$ cat config.mk
export PLATFORM = sky130hd
export DESIGN_NAME = s3tc_block_decoder
export DESIGN_NICKNAME = d
export VERILOG_FILES = /design/src/hw/rtl/s3tc_pkg.sv /design/src/hw/rtl/s3tc_expand.sv /design/src/hw/rtl/s3tc_palette.sv /design/src/hw/rtl/s3tc_row_out.sv /design/src/hw/rtl/s3tc_block_decoder.sv
export SDC_FILE = /design/constraint.sdc
export NUM_CORES = 2
export LEC_CHECK = 0
export BUFFER_PORTS_ARGS = -buffer_cell sky130_fd_sc_hd__buf_2
export CAP_MARGIN = 20
export CORE_ASPECT_RATIO = 0.75
export CORE_MARGIN = 2
export CORE_UTILIZATION = 64
export CTS_CLUSTER_DIAMETER = 200
export CTS_CLUSTER_SIZE = 40
export DETAILED_ROUTE_END_ITERATION = 10
export GPL_ROUTABILITY_DRIVEN = 0
export PLACE_DENSITY_LB_ADDON = 0.1
export SYNTH_ARGS = -nofsm -noshare
export SYNTH_HDL_FRONTEND = slang
export SYNTH_SLANG_ARGS = --single-unit
$ cat constraint.sdc
create_clock -name clk_i -period 17.44 [get_ports clk_i]
set_input_delay 5.232 -clock clk_i [delete_from_list [all_inputs] [get_ports clk_i]]
set_output_delay 5.232 -clock clk_i [all_outputs]
set_load 0.005 [all_outputs]
$ cat src/hw/rtl/s3tc_pkg.sv
// Shared types, constants and helpers for the texture block decoder.
`timescale 1ns / 1ps

package s3tc_pkg;

  // Block format codes held in the format register.
  typedef enum logic [1:0] {
    FMT_DXT1 = 2'd0,
    FMT_DXT3 = 2'd1,
    FMT_DXT5 = 2'd2
  } fmt_e;

  // Reciprocal multipliers for truncating division of small sums.
  localparam int unsigned DIV3_MUL  = 683;
  localparam int unsigned DIV3_SH   = 11;
  localparam int unsigned DIV5_MUL  = 3277;
  localparam int unsigned DIV7_MUL  = 2341;
  localparam int unsigned DIV57_SH  = 14;

  localparam logic [7:0] ALPHA_OPAQUE = 8'hFF;
  localparam logic [7:0] ALPHA_ZERO   = 8'h00;

  // Register after end-point expansion and weighted sums.
  typedef struct packed {
    fmt_e                  fmt;
    logic                  four_mode;
    logic [2:0][7:0]       ep0;
    logic [2:0][7:0]       ep1;
    logic [2:0][9:0]       sum_2_1;
    logic [2:0][9:0]       sum_1_2;
    logic [2:0][7:0]       half;
    logic [7:0]            a0;
    logic [7:0]            a1;
    logic                  a_gt;
    logic [5:0][10:0]      sum7;
    logic [3:0][10:0]      sum5;
    logic [31:0]           cidx;
    logic [63:0]           aword;
  } exp_t;

  // Register holding the finished palette and alpha levels.
  typedef struct packed {
    fmt_e                  fmt;
    logic [3:0][31:0]      pal;
    logic [7:0][7:0]       lv;
    logic [31:0]           cidx;
    logic [63:0]           aword;
  } pal_t;

  // Expand an RGB565 color to 8 bits per channel by bit replication.
  // Channel order is {red, green, blue} from high to low.
  function automatic logic [2:0][7:0] expand565(input logic [15:0] c);
    logic [2:0][7:0] rgb;
    rgb[2] = {c[15:11], c[15:13]};
    rgb[1] = {c[10:5], c[10:9]};
    rgb[0] = {c[4:0], c[4:2]};
    return rgb;
  endfunction

endpackage

$ cat src/hw/rtl/s3tc_expand.sv
// First compute stage: end-point expansion and weighted sums for blends.
`timescale 1ns / 1ps

module s3tc_expand (
  input  logic                clk_i,
  input  logic                en_i,
  input  s3tc_pkg::fmt_e      fmt_i,
  input  logic [63:0]         fw_i,
  input  logic [63:0]         sw_i,
  output s3tc_pkg::exp_t      exp_o
);

  s3tc_pkg::exp_t exp_d, exp_q;

  // Decode both end points and form the sums that the divisions need.
  always_comb begin
    logic [63:0] cw;
    logic [15:0] c0;
    logic [15:0] c1;
    cw = (fmt_i == s3tc_pkg::FMT_DXT1) ? fw_i : sw_i;
    c0 = cw[15:0];
    c1 = cw[31:16];
    exp_d = '0;
    exp_d.fmt       = fmt_i;
    exp_d.four_mode = (fmt_i != s3tc_pkg::FMT_DXT1) || (c0 > c1);
    exp_d.ep0       = s3tc_pkg::expand565(c0);
    exp_d.ep1       = s3tc_pkg::expand565(c1);
    for (int k = 0; k < 3; k++) begin
      exp_d.sum_2_1[k] = {1'b0, exp_d.ep0[k], 1'b0} + {2'b00, exp_d.ep1[k]};
      exp_d.sum_1_2[k] = {2'b00, exp_d.ep0[k]} + {1'b0, exp_d.ep1[k], 1'b0};
      exp_d.half[k]    = 8'(({1'b0, exp_d.ep0[k]} + {1'b0, exp_d.ep1[k]}) >> 1);
    end
    exp_d.a0   = fw_i[7:0];
    exp_d.a1   = fw_i[15:8];
    exp_d.a_gt = fw_i[7:0] > fw_i[15:8];
    for (int i = 1; i <= 6; i++) begin
      exp_d.sum7[i-1] = 11'(7 - i) * {3'b000, fw_i[7:0]} + 11'(i) * {3'b000, fw_i[15:8]};
    end
    for (int i = 1; i <= 4; i++) begin
      exp_d.sum5[i-1] = 11'(5 - i) * {3'b000, fw_i[7:0]} + 11'(i) * {3'b000, fw_i[15:8]};
    end
    exp_d.cidx  = cw[63:32];
    exp_d.aword = fw_i;
  end

  always_ff @(posedge clk_i) begin
    if (en_i) begin
      exp_q <= exp_d;
    end
  end

  assign exp_o = exp_q;

endmodule

$ cat src/hw/rtl/s3tc_palette.sv
// Second compute stage: truncating divisions into the color palette and alpha levels.
`timescale 1ns / 1ps

module s3tc_palette (
  input  logic                clk_i,
  input  logic                en_i,
  input  s3tc_pkg::exp_t      exp_i,
  output s3tc_pkg::pal_t      pal_o
);

  s3tc_pkg::pal_t pal_d, pal_q;

  logic [2:0][18:0] prod_2_1;
  logic [2:0][18:0] prod_1_2;
  logic [2:0][7:0]  q_2_1;
  logic [2:0][7:0]  q_1_2;
  logic [5:0][21:0] prod7;
  logic [3:0][21:0] prod5;

  // Divide by three per channel with a reciprocal multiply.
  always_comb begin
    for (int k = 0; k < 3; k++) begin
      prod_2_1[k] = 19'(exp_i.sum_2_1[k]) * 19'(s3tc_pkg::DIV3_MUL);
      prod_1_2[k] = 19'(exp_i.sum_1_2[k]) * 19'(s3tc_pkg::DIV3_MUL);
      q_2_1[k]    = 8'(prod_2_1[k] >> s3tc_pkg::DIV3_SH);
      q_1_2[k]    = 8'(prod_1_2[k] >> s3tc_pkg::DIV3_SH);
    end
  end

  // Divide the alpha sums by seven and by five.
  always_comb begin
    for (int i = 0; i < 6; i++) begin
      prod7[i] = 22'(exp_i.sum7[i]) * 22'(s3tc_pkg::DIV7_MUL);
    end
    for (int i = 0; i < 4; i++) begin
      prod5[i] = 22'(exp_i.sum5[i]) * 22'(s3tc_pkg::DIV5_MUL);
    end
  end

  // Assemble the palette and the eight alpha levels.
  always_comb begin
    pal_d        = '0;
    pal_d.fmt    = exp_i.fmt;
    pal_d.cidx   = exp_i.cidx;
    pal_d.aword  = exp_i.aword;
    pal_d.pal[0] = {s3tc_pkg::ALPHA_OPAQUE, exp_i.ep0};
    pal_d.pal[1] = {s3tc_pkg::ALPHA_OPAQUE, exp_i.ep1};
    if (exp_i.four_mode) begin
      pal_d.pal[2] = {s3tc_pkg::ALPHA_OPAQUE, q_2_1};
      pal_d.pal[3] = {s3tc_pkg::ALPHA_OPAQUE, q_1_2};
    end else begin
      pal_d.pal[2] = {s3tc_pkg::ALPHA_OPAQUE, exp_i.half};
      pal_d.pal[3] = '0;
    end
    pal_d.lv[0] = exp_i.a0;
    pal_d.lv[1] = exp_i.a1;
    if (exp_i.a_gt) begin
      for (int i = 0; i < 6; i++) begin
        pal_d.lv[i+2] = 8'(prod7[i] >> s3tc_pkg::DIV57_SH);
      end
    end else begin
      for (int i = 0; i < 4; i++) begin
        pal_d.lv[i+2] = 8'(prod5[i] >> s3tc_pkg::DIV57_SH);
      end
      pal_d.lv[6] = s3tc_pkg::ALPHA_ZERO;
      pal_d.lv[7] = s3tc_pkg::ALPHA_OPAQUE;
    end
  end

  always_ff @(posedge clk_i) begin
    if (en_i) begin
      pal_q <= pal_d;
    end
  end

  assign pal_o = pal_q;

endmodule

$ cat src/hw/rtl/s3tc_row_out.sv
// Row serializer: holds one decoded block and issues its four rows into the output register.
`timescale 1ns / 1ps

module s3tc_row_out (
  input  logic                clk_i,
  input  logic                rst_ni,
  input  logic                load_i,
  input  s3tc_pkg::pal_t      pal_i,
  output logic                free_o,
  output logic                idle_o,
  output logic                valid_o,
  output logic [31:0]         texel_x0_o,
  output logic [31:0]         texel_x1_o,
  output logic [31:0]         texel_x2_o,
  output logic [31:0]         texel_x3_o,
  output logic [1:0]          row_number_o,
  output logic                last_row_o
);

  s3tc_pkg::pal_t blk_q;
  logic           busy_d, busy_q;
  logic [1:0]     row_d, row_q;

  logic [3:0][31:0] texel_d, texel_q;
  logic             out_valid_q;
  logic [1:0]       out_row_q;

  // The holding register takes a new block while its last row goes out.
  assign free_o = !busy_q || (row_q == 2'd3);

  // Nothing is held and no row is on the output.
  assign idle_o = !busy_q && !out_valid_q;

  always_comb begin
    busy_d = busy_q;
    row_d  = row_q;
    if (load_i) begin
      busy_d = 1'b1;
      row_d  = 2'd0;
    end else if (busy_q) begin
      row_d = row_q + 2'd1;
      if (row_q == 2'd3) begin
        busy_d = 1'b0;
      end
    end
  end

  always_ff @(posedge clk_i or negedge rst_ni) begin
    if (!rst_ni) begin
      busy_q <= 1'b0;
      row_q  <= 2'd0;
    end else begin
      busy_q <= busy_d;
      row_q  <= row_d;
    end
  end

  always_ff @(posedge clk_i) begin
    if (load_i) begin
      blk_q <= pal_i;
    end
  end

  // Look up the four texels of the current row.
  always_comb begin
    logic [3:0]  lin;
    logic [1:0]  ci;
    logic [3:0]  nib;
    logic [2:0]  ai;
    logic [5:0]  apos;
    logic [7:0]  alpha;
    logic [31:0] p;
    for (int x = 0; x < 4; x++) begin
      lin  = {row_q, 2'(x)};
      ci   = blk_q.cidx[{lin, 1'b0} +: 2];
      p    = blk_q.pal[ci];
      nib  = blk_q.aword[{lin, 2'b00} +: 4];
      apos = 6'd16 + {2'b00, lin} + {1'b0, lin, 1'b0};
      ai   = blk_q.aword[apos +: 3];
      case (blk_q.fmt)
        s3tc_pkg::FMT_DXT1: alpha = p[31:24];
        s3tc_pkg::FMT_DXT3: alpha = {nib, nib};
        default:            alpha = blk_q.lv[ai];
      endcase
      texel_d[x] = {alpha, p[23:0]};
    end
  end

  // Output register; every row is shown for exactly one cycle.
  always_ff @(posedge clk_i or negedge rst_ni) begin
    if (!rst_ni) begin
      out_valid_q <= 1'b0;
    end else begin
      out_valid_q <= busy_q;
    end
  end

  always_ff @(posedge clk_i) begin
    if (busy_q) begin
      texel_q   <= texel_d;
      out_row_q <= row_q;
    end
  end

  assign valid_o      = out_valid_q;
  assign texel_x0_o   = texel_q[0];
  assign texel_x1_o   = texel_q[1];
  assign texel_x2_o   = texel_q[2];
  assign texel_x3_o   = texel_q[3];
  assign row_number_o = out_row_q;
  assign last_row_o   = (out_row_q == 2'd3);

endmodule

$ cat src/hw/rtl/s3tc_block_decoder.sv
// Top level of the DXT1/DXT3/DXT5 texture block decoder.
//
//  channel   signals                                   direction  handshake
//  block     start_i, busy_o, first_word_i,            in         start_i && !busy_o
//            second_word_i
//  rows      valid_o, texel_x0_o..texel_x3_o,          out        valid_o, one cycle each
//            row_number_o, last_row_o
//  format    cfg_valid_i, cfg_ready_o, cfg_data_i      in         cfg_valid_i && cfg_ready_o
//
// Each item passes an input register, the end-point stage and the palette stage, then the
// row serializer, which puts out its four rows on consecutive cycles from its holding
// register through its output register. The serializer takes a new item only when empty or
// while the last row of the one before goes out, and the row port cannot be held off. Items
// enter back to back until the stages fill up, and busy_o rises while the input register
// cannot move on. Reset clears all valid bits and sets the format to DXT1.
`timescale 1ns / 1ps

module s3tc_block_decoder (
  input  logic        clk_i,
  input  logic        rst_ni,
  input  logic        start_i,
  output logic        busy_o,
  input  logic [63:0] first_word_i,
  input  logic [63:0] second_word_i,
  input  logic        cfg_valid_i,
  output logic        cfg_ready_o,
  input  logic [1:0]  cfg_data_i,
  output logic        valid_o,
  output logic [31:0] texel_x0_o,
  output logic [31:0] texel_x1_o,
  output logic [31:0] texel_x2_o,
  output logic [31:0] texel_x3_o,
  output logic [1:0]  row_number_o,
  output logic        last_row_o
);

  s3tc_pkg::fmt_e fmt_q;

  logic           valid_a_q, valid_b_q, valid_c_q;
  logic [63:0]    fw_a_q, sw_a_q;
  s3tc_pkg::fmt_e fmt_a_q;

  logic           accept;
  logic           a_free, b_free, c_free;
  logic           d_free, d_load, d_idle;

  s3tc_pkg::exp_t exp_b;
  s3tc_pkg::pal_t pal_c;

  // Format register; it is written only while no item is in flight or being offered.
  assign cfg_ready_o = !start_i && !valid_a_q && !valid_b_q && !valid_c_q && d_idle;

  always_ff @(posedge clk_i or negedge rst_ni) begin
    if (!rst_ni) begin
      fmt_q <= s3tc_pkg::FMT_DXT1;
    end else if (cfg_valid_i && cfg_ready_o) begin
      fmt_q <= s3tc_pkg::fmt_e'(cfg_data_i);
    end
  end

  // Stall chain: a stage moves on when the stage after it is empty or moving.
  assign d_load = valid_c_q && d_free;
  assign c_free = !valid_c_q || d_free;
  assign b_free = !valid_b_q || c_free;
  assign a_free = !valid_a_q || b_free;
  assign busy_o = !a_free;
  assign accept = start_i && !busy_o;

  always_ff @(posedge clk_i or negedge rst_ni) begin
    if (!rst_ni) begin
      valid_a_q <= 1'b0;
      valid_b_q <= 1'b0;
      valid_c_q <= 1'b0;
    end else begin
      if (a_free) begin
        valid_a_q <= accept;
      end
      if (b_free) begin
        valid_b_q <= valid_a_q;
      end
      if (c_free) begin
        valid_c_q <= valid_b_q;
      end
    end
  end

  // Input register.
  always_ff @(posedge clk_i) begin
    if (accept) begin
      fw_a_q  <= first_word_i;
      sw_a_q  <= second_word_i;
      fmt_a_q <= fmt_q;
    end
  end

  s3tc_expand u_expand (
    .clk_i (clk_i),
    .en_i  (b_free && valid_a_q),
    .fmt_i (fmt_a_q),
    .fw_i  (fw_a_q),
    .sw_i  (sw_a_q),
    .exp_o (exp_b)
  );

  s3tc_palette u_palette (
    .clk_i (clk_i),
    .en_i  (c_free && valid_b_q),
    .exp_i (exp_b),
    .pal_o (pal_c)
  );

  s3tc_row_out u_row_out (
    .clk_i        (clk_i),
    .rst_ni       (rst_ni),
    .load_i       (d_load),
    .pal_i        (pal_c),
    .free_o       (d_free),
    .idle_o       (d_idle),
    .valid_o      (valid_o),
    .texel_x0_o   (texel_x0_o),
    .texel_x1_o   (texel_x1_o),
    .texel_x2_o   (texel_x2_o),
    .texel_x3_o   (texel_x3_o),
    .row_number_o (row_number_o),
    .last_row_o   (last_row_o)
  );

  // Rows of one block come out on consecutive cycles in order.
  assert property (@(posedge clk_i) disable iff (!rst_ni)
    valid_o && !last_row_o |=> valid_o && (row_number_o == $past(row_number_o) + 2'd1))
    else $error("row sequence broken");

  // Busy is only raised when every stage before the serializer holds an item.
  assert property (@(posedge clk_i) disable iff (!rst_ni)
    busy_o |-> valid_a_q && valid_b_q && valid_c_q)
    else $error("busy with an empty stage");

  // A stalled palette stage keeps its item.
  assert property (@(posedge clk_i) disable iff (!rst_ni)
    valid_c_q && !c_free |=> valid_c_q)
    else $error("item dropped from palette stage");

  // A block loaded into the serializer shows up as row 0 after its holding and output registers.
  assert property (@(posedge clk_i) disable iff (!rst_ni)
    d_load |=> ##1 (valid_o && (row_number_o == 2'd0)))
    else $error("loaded block did not start at row 0");

endmodule
=== After elaboration in Yosys (flattened, before gate mapping) ===
Cells that the tools add are included.

* Word-level logic and storage cells: 207
* Output and inout port bits: 134
* Register bits: 1175
* Memories: 0
* Bits in read-only memories: 0
* Latch bits: 0
* Memory bits (writable): 0

* Reduce and logical (&&, ||, !) cells: 26
* Eq/ne operators: 3
* Shift operators: 12
* Bitwise operators: 0
* $mul: 22
* $add $sub $neg: 28
* $lt $le $gt $ge: 10
* Muxes and demuxes: 28
* Div/mod/pow operators: 0

{| class="wikitable"
|+ Operators by type and width
! cell !! count
|-
| 32-bit binary-select mux with 2-bit select || 4
|-
| 64-bit by 7-bit indexed part select with 3-bit output || 4
|-
| 64-bit by 7-bit indexed part select with 4-bit output || 4
|-
| 11-bit by 12-bit multiplier with 22-bit output, second input constant || 10
|-
| 32-bit two-way mux || 5
|-
| 64-bit two-way mux || 2
|-
| 32-bit by 6-bit indexed part select with 2-bit output || 4
|-
| 10-bit by 10-bit multiplier with 19-bit output, second input constant || 6
|-
| 8-bit binary-select mux with 3-bit select || 4
|-
| 8-bit case mux with 2 select lines || 4
|-
| 2-bit by 8-bit multiplier with 10-bit output, first input constant || 4
|-
| 8-bit two-way mux || 4
|-
| 8-bit by 9-bit adder with 10-bit output || 3
|-
| 9-bit by 8-bit adder with 10-bit output || 3
|-
| 8-bit by 8-bit adder with 9-bit output || 3
|-
| 5-bit by 4-bit adder with 6-bit output, first input constant || 4
|-
| 6-bit by 5-bit adder with 6-bit output || 4
|-
| 10-bit by 10-bit adder with 11-bit output || 2
|-
| 3-bit by 8-bit multiplier with 11-bit output, first input constant || 2
|-
| 16-bit > comparator || 1
|-
| 3-bit by 4-bit < comparator with 1-bit output, second input constant || 4
|-
| 2-bit by 3-bit < comparator with 1-bit output, second input constant || 4
|-
| 10-bit by 8-bit adder with 11-bit output || 1
|-
| 10-bit by 9-bit adder with 11-bit output || 1
|-
| other kinds (17) || 42
|}

=== Longest topological paths before layout ===
* Word-level depth: 6
* Gate-level depth with buffers: 20
* Mapped depth without buffers: 20

=== Cells and area by module ===
From an unflattened synthesis, not the netlist that was laid out.

* Cells, all modules: 5898
* Area, all modules: 77604.4 um^2

{| class="wikitable"
|+ By module, submodules not included
! module !! times used !! cells each !! area each (um^2)
|-
| s3tc_palette || 1 || 3281 || 35569.1
|-
| s3tc_row_out || 1 || 1149 || 20754.9
|-
| s3tc_expand || 1 || 1317 || 17128.9
|-
| s3tc_block_decoder || 1 || 151 || 4151.5
|}

=== Worst setup path before layout ===
Ideal clock, no wire load.

* Path type: register -> register
* Start: reg u_row_out.busy_q
* End: reg u_row_out.blk_q[0] (netlist bit) (enable)
* Arrival time: 12.490 ns
* Setup slack: 4.107 ns
* Stages on the path, launching flop included: 3
* Period minus slack after synthesis: 13.333 ns
* Path through: dfrtp_1 -> nor2b_1 -> nor2b_1

* Cells in the longest elaborated chain, start to end: 3

{| class="wikitable"
|+ Ends and longest elaborated chain
! item !! RTL line !! text
|-
| start: declaration || s3tc_row_out.sv:21 || <nowiki>logic busy_d, busy_q;</nowiki>
|-
| start signal: assignment || s3tc_row_out.sv:53 || <nowiki>busy_q <= busy_d;</nowiki>
|-
| 1-bit zero test || s3tc_row_out.sv:29 || <nowiki>assign free_o = !busy_q || (row_q == 2'd3);</nowiki>
|-
| 1-bit logical OR || s3tc_row_out.sv:29 ||
|-
| 1-bit logical AND || s3tc_block_decoder.sv:62 || <nowiki>assign d_load = valid_c_q && d_free;</nowiki>
|-
| net d_load || s3tc_block_decoder.sv:45 || <nowiki>logic d_free, d_load, d_idle;</nowiki>
|-
| end signal: assignment || s3tc_row_out.sv:60 || <nowiki>blk_q <= pal_i;</nowiki>
|-
| end: declaration || s3tc_row_out.sv:20 || <nowiki>s3tc_pkg::pal_t blk_q;</nowiki>
|}

The timed path passes the listed nets, and every way through them passes these cells.
A chain may end at the register's enable or synchronous reset.

=== Worst setup path after layout ===
* Start: in start_i
* End: out cfg_ready_o

* Cells in the longest elaborated chain, start to end: 5

{| class="wikitable"
|+ Ends and longest elaborated chain
! item !! RTL line !! text
|-
| start: declaration || s3tc_block_decoder.sv:21 || <nowiki>input logic start_i,</nowiki>
|-
| 1-bit zero test || s3tc_block_decoder.sv:51 || <nowiki>assign cfg_ready_o = !start_i && !valid_a_q && !valid_b_q && !valid_c_q && d_idle;</nowiki>
|-
| 1-bit logical AND (4 in series) || s3tc_block_decoder.sv:51 ||
|-
| end: declaration || s3tc_block_decoder.sv:26 || <nowiki>output logic cfg_ready_o,</nowiki>
|}

No other way between the ends.

==> Implementation_results.wiki <==
{| class="wikitable"
! Metric !! Value
|-
| Synthesized area per cell || 13.5 um2
|-
| Core box area || 111000 um2
|-
| Fraction of final layout cells with drive strength greater than 1 || 11.5%
|-
| Number of global-route vias before repair || 41800
|-
| Min Clock Period, post-route || 10.99 ns
|-
| Net count after synthesis || 6972
|-
| Post-route DRC violation count || 0
|-
| Antenna violations before repair || 6
|-
| Layout Cell Area excl Fill || 75700 um2
|-
| Seq cells post-synth || 1029
|-
| CTS tree || done
|-
| H-tree level count || 1
|-
| Remaining max-slew budget at the tightest pin || 25.2%
|-
| Syn. warnings || 0
|-
| Utilization after layout || 68.0%
|-
| Area after DPL || 74800 um2
|-
| Routed len/inst || 23.1 um
|-
| Cell class contributing the biggest share of worst-path delay || buffers and inverters
|-
| Die boundary height || 294 um
|-
| Maximum fanout along the worst path || 3
|-
| Initial DRC count || 3947
|-
| Clock Sink Count || 1029
|-
| Actual transition at the worst max-transition pin || 1.11 ns
|-
| Syn Inst Count || 5312
|-
| Category of the worst setup path capture point || primary output
|-
| Final #Nets || 7238
|-
| Number of I/O pins || 268
|-
| Final setup fails || 0
|-
| Fillers || 7849
|-
| Remaining antenna violation count || 0
|-
| Async set or reset register ratio after synthesis || 0.875%
|-
| Estimated wirelength of the detail-placed design || 127000 um
|-
| DP Cell Count || 7002
|-
| Buffer levels on the longest clock path || 3
|-
| Power density over cell area || 66.1 nW/um2
|-
| Critical path buffer and inverter count || 2
|-
| Via-to-Cell Ratio || 5.96
|-
| Critical-path top delay cell || sky130_fd_sc_hd__nor3_1
|-
| Pins over their slew limit || 0
|-
| Number of vias after detailed routing || 42000
|-
| Number of detailed-routing iterations run before antenna repair || 5
|-
| Total routing usage reported by global routing || 28.8%
|-
| Total Die Area || 115000 um2
|-
| Chip Width || 390 um
|-
| Cell type with the highest occurrence count on the critical path || sky130_fd_sc_hd__buf_2
|-
| Setup repair after global routing missed its margin || no
|-
| Period utilization || 63.0%
|-
| Critical Path Max Stage Delay || 0.24 ns
|-
| Area Growth Syn to Fin || 5.62%
|-
| Clock-pin slew on the worst setup and hold paths || 0.15 ns
|-
| Postcts setup bufs || 0
|-
| Library cells used by synthesis || 72
|-
| Cell accounting for the most synthesized area || sky130_fd_sc_hd__edfxtp_1
|-
| Global route overflow || 0
|-
| Proportion of netlist area held by the largest area contributor || 42.8%
|-
| Outcome || complete, no violations
|-
| Crit path launch type || primary input
|-
| Dominant cells by area after synthesis || sky130_fd_sc_hd__edfxtp_1 (43%), sky130_fd_sc_hd__ha_1 (20%), sky130_fd_sc_hd__fa_1 (10%), sky130_fd_sc_hd__mux4_2 (6.6%), sky130_fd_sc_hd__inv_1 (5.1%)
|-
| Most frequent cells in the layout || sky130_fd_sc_hd__ha_1 (1152), sky130_fd_sc_hd__edfxtp_1 (1020), sky130_fd_sc_hd__inv_1 (980)
|-
| Cell Chain, Critical Path || buf_2 -> nor3_1 -> buf_2
|-
| Resized cells post-CTS || 0
|-
| Setup TNS || 0 ns
|-
| Number of maximum-capacitance constraint violations || 0
|-
| Total CTS buffers || 29
|-
| CP required || 12.21 ns
|-
| Row count || 106
|-
| Count of flip-flops with a built-in enable after synthesis || 1020
|-
| Worst hold slack after final layout || 0.391 ns
|-
| Total standard cell area after synthesis || 71600 um2
|-
| Total detailed-routing wirelength || 163000 um
|-
| Commonest register cell after synthesis || sky130_fd_sc_hd__edfxtp_1
|-
| Hold Vio Cnt, Final || 0
|-
| Max Clock Skew || 0.0603 ns
|-
| Skew-Pair Late Insertion Delay || 0.73 ns
|-
| Wire length of the first global-routing pass || 249000 um
|-
| Port-buffer cells || 267
|-
| Starting density of the core || 64.4%
|-
| Hold_buf cts || 0
|-
| Critical setup path kind || primary input to primary output
|-
| Proportion of synthesized chip area in sequential cells || 43.1%
|-
| Path class of the lowest-slack min-delay path || flip-flop to flip-flop
|-
| Maximum number of pins on one net before global-route repair || 154
|-
| Peak VDD IR || 60.3 uV
|-
| Arrival time reported for the critical path endpoint || 5.76 ns
|-
| Commonest non-fill, non-tap cell in the layout || sky130_fd_sc_hd__ha_1
|-
| Root Driver || sky130_fd_sc_hd__clkbuf_16
|-
| Maximum clock frequency || 91.0 MHz
|-
| P_leak || 33.6 nW
|-
| Cell Count, Final, Fillers Out || 7052
|}
## worst paths after layout
path,startpoint,end,slack [ns],cells past startpoint
max in group asynchronous,rst_ni,u_row_out.busy_q,12.90,1
setup / recovery,start_i,cfg_ready_o,6.45,3
hold / removal,u_palette.pal_o[238],u_row_out.blk_q[238],0.39,0
hold reg to reg,u_palette.pal_o[238],u_row_out.blk_q[238],0.39,0
setup reg to reg,u_expand.exp_o[132],u_palette.pal_o[143],11.39,18
min in group asynchronous,rst_ni,u_row_out.row_q[0],4.34,1
## synth_stat cells (all sizes together), types with 6 or more instances
master   instances
nand2           93
clkbuf          28
o211ai          12
xor2            81
nand2b          22
a211oi          21
dfrtp            9
and3            19
or3             18
edfxtp        1020
nand3           28
nor3            50
a31oi           21
inv            981
and2            14
o21bai          58
a21o            83
o31a             6
buf             52
a22oi           19
nor2           141
mux4           215
a2111oi          7
o21ai          107
ha            1153
a21oi          202
nor2b           26
mux2            57
o31ai           11
o221ai          18
o21a            26
nand4           16
fa             373
xnor2          183
mux2i           72
or2              7
## worst register-to-register path, delay by kind of cell (launching register included)
family	cells	cell delay [ns]
fa+ha+maj	6	2.60
compound gates	5	1.58
mux	1	0.50
flops	1	0.45
buf+inv	4	0.29
xor+xnor	1	0.22
simple gates	1	0.14
## state kept, by name, summed over array words and instances (netlist names)
register	flops
u_row_out.texel_x2_o	32
u_row_out.busy_q	1
fmt_q	2
u_row_out.texel_x0_o	32
u_row_out.row_number_o	2
valid_b_q	1
fw_a_q	64
u_expand.exp_o	306
u_row_out.texel_x1_o	32
u_palette.pal_o	227
sw_a_q	64
u_row_out.valid_o	1
valid_c_q	1
valid_a_q	1
fmt_a_q	2
u_row_out.blk_q	227
u_row_out.row_q	2
u_row_out.texel_x3_o	32
## power breakdown
| part | leakage [nW] | internal [mW] | total (mW) | switching [mW] |
|---|---|---|---|---|
| Combinational | 23.8 | 0.520 | 1.21 | 0.686 |
| Sequential | 9.51 | 2.76 | 2.78 | 0.0220 |
| Clock | 0.388 | 0.318 | 1.01 | 0.697 |
| Total | 33.6 | 3.60 | 5.00 | 1.40 |
## metrics by stage
step	worst slack, ns	power (mW)
floorplan	4.11	3.70
global placement	6.44	3.98
detailed placement	6.45	4.02
CTS	6.45	5.02
global route	6.42	5.27
finish	6.45	5.00
## cell type report
cell class	instances	area [um2]	area share (%)
multi-input combinational	3222	36700	48.5
sequential	1029	30900	40.8
inverter	981	3680	4.87
tap	1458	1820	2.41
timing repair buffer	315	1750	2.32
clock buffer	43	778	1.03
clock inverter	3	36.3	0.0479
antenna	1	2.50	0.00331
## per-layer routing
metal | share of wire (%) | global-route usage [%] | routed length [um]
met4 | 1.4 | 3.82 | 2340
met5 | 0 | 0 | 0
met2 | 41 | 40.8 | 66300
met3 | 10 | 6.79 | 16700
met1 | 48 | 46.3 | 77300
## kinds of logic (layout without fill, tap and decap cells)
group	after synthesis	after routing	share of synthesized area, %
AOI/OAI and AO/OA	635	635	5.68
xor gates and xnor gates	264	264	3.23
adders and majority gates	1526	1526	30.6
buffers and inverters	1061	1342	5.71
DFF	1029	1029	43.1
muxes	344	344	8.69
other	0	1	0
and+or+nand+nor	453	453	3.06
(Power assumes the default switching activity.)
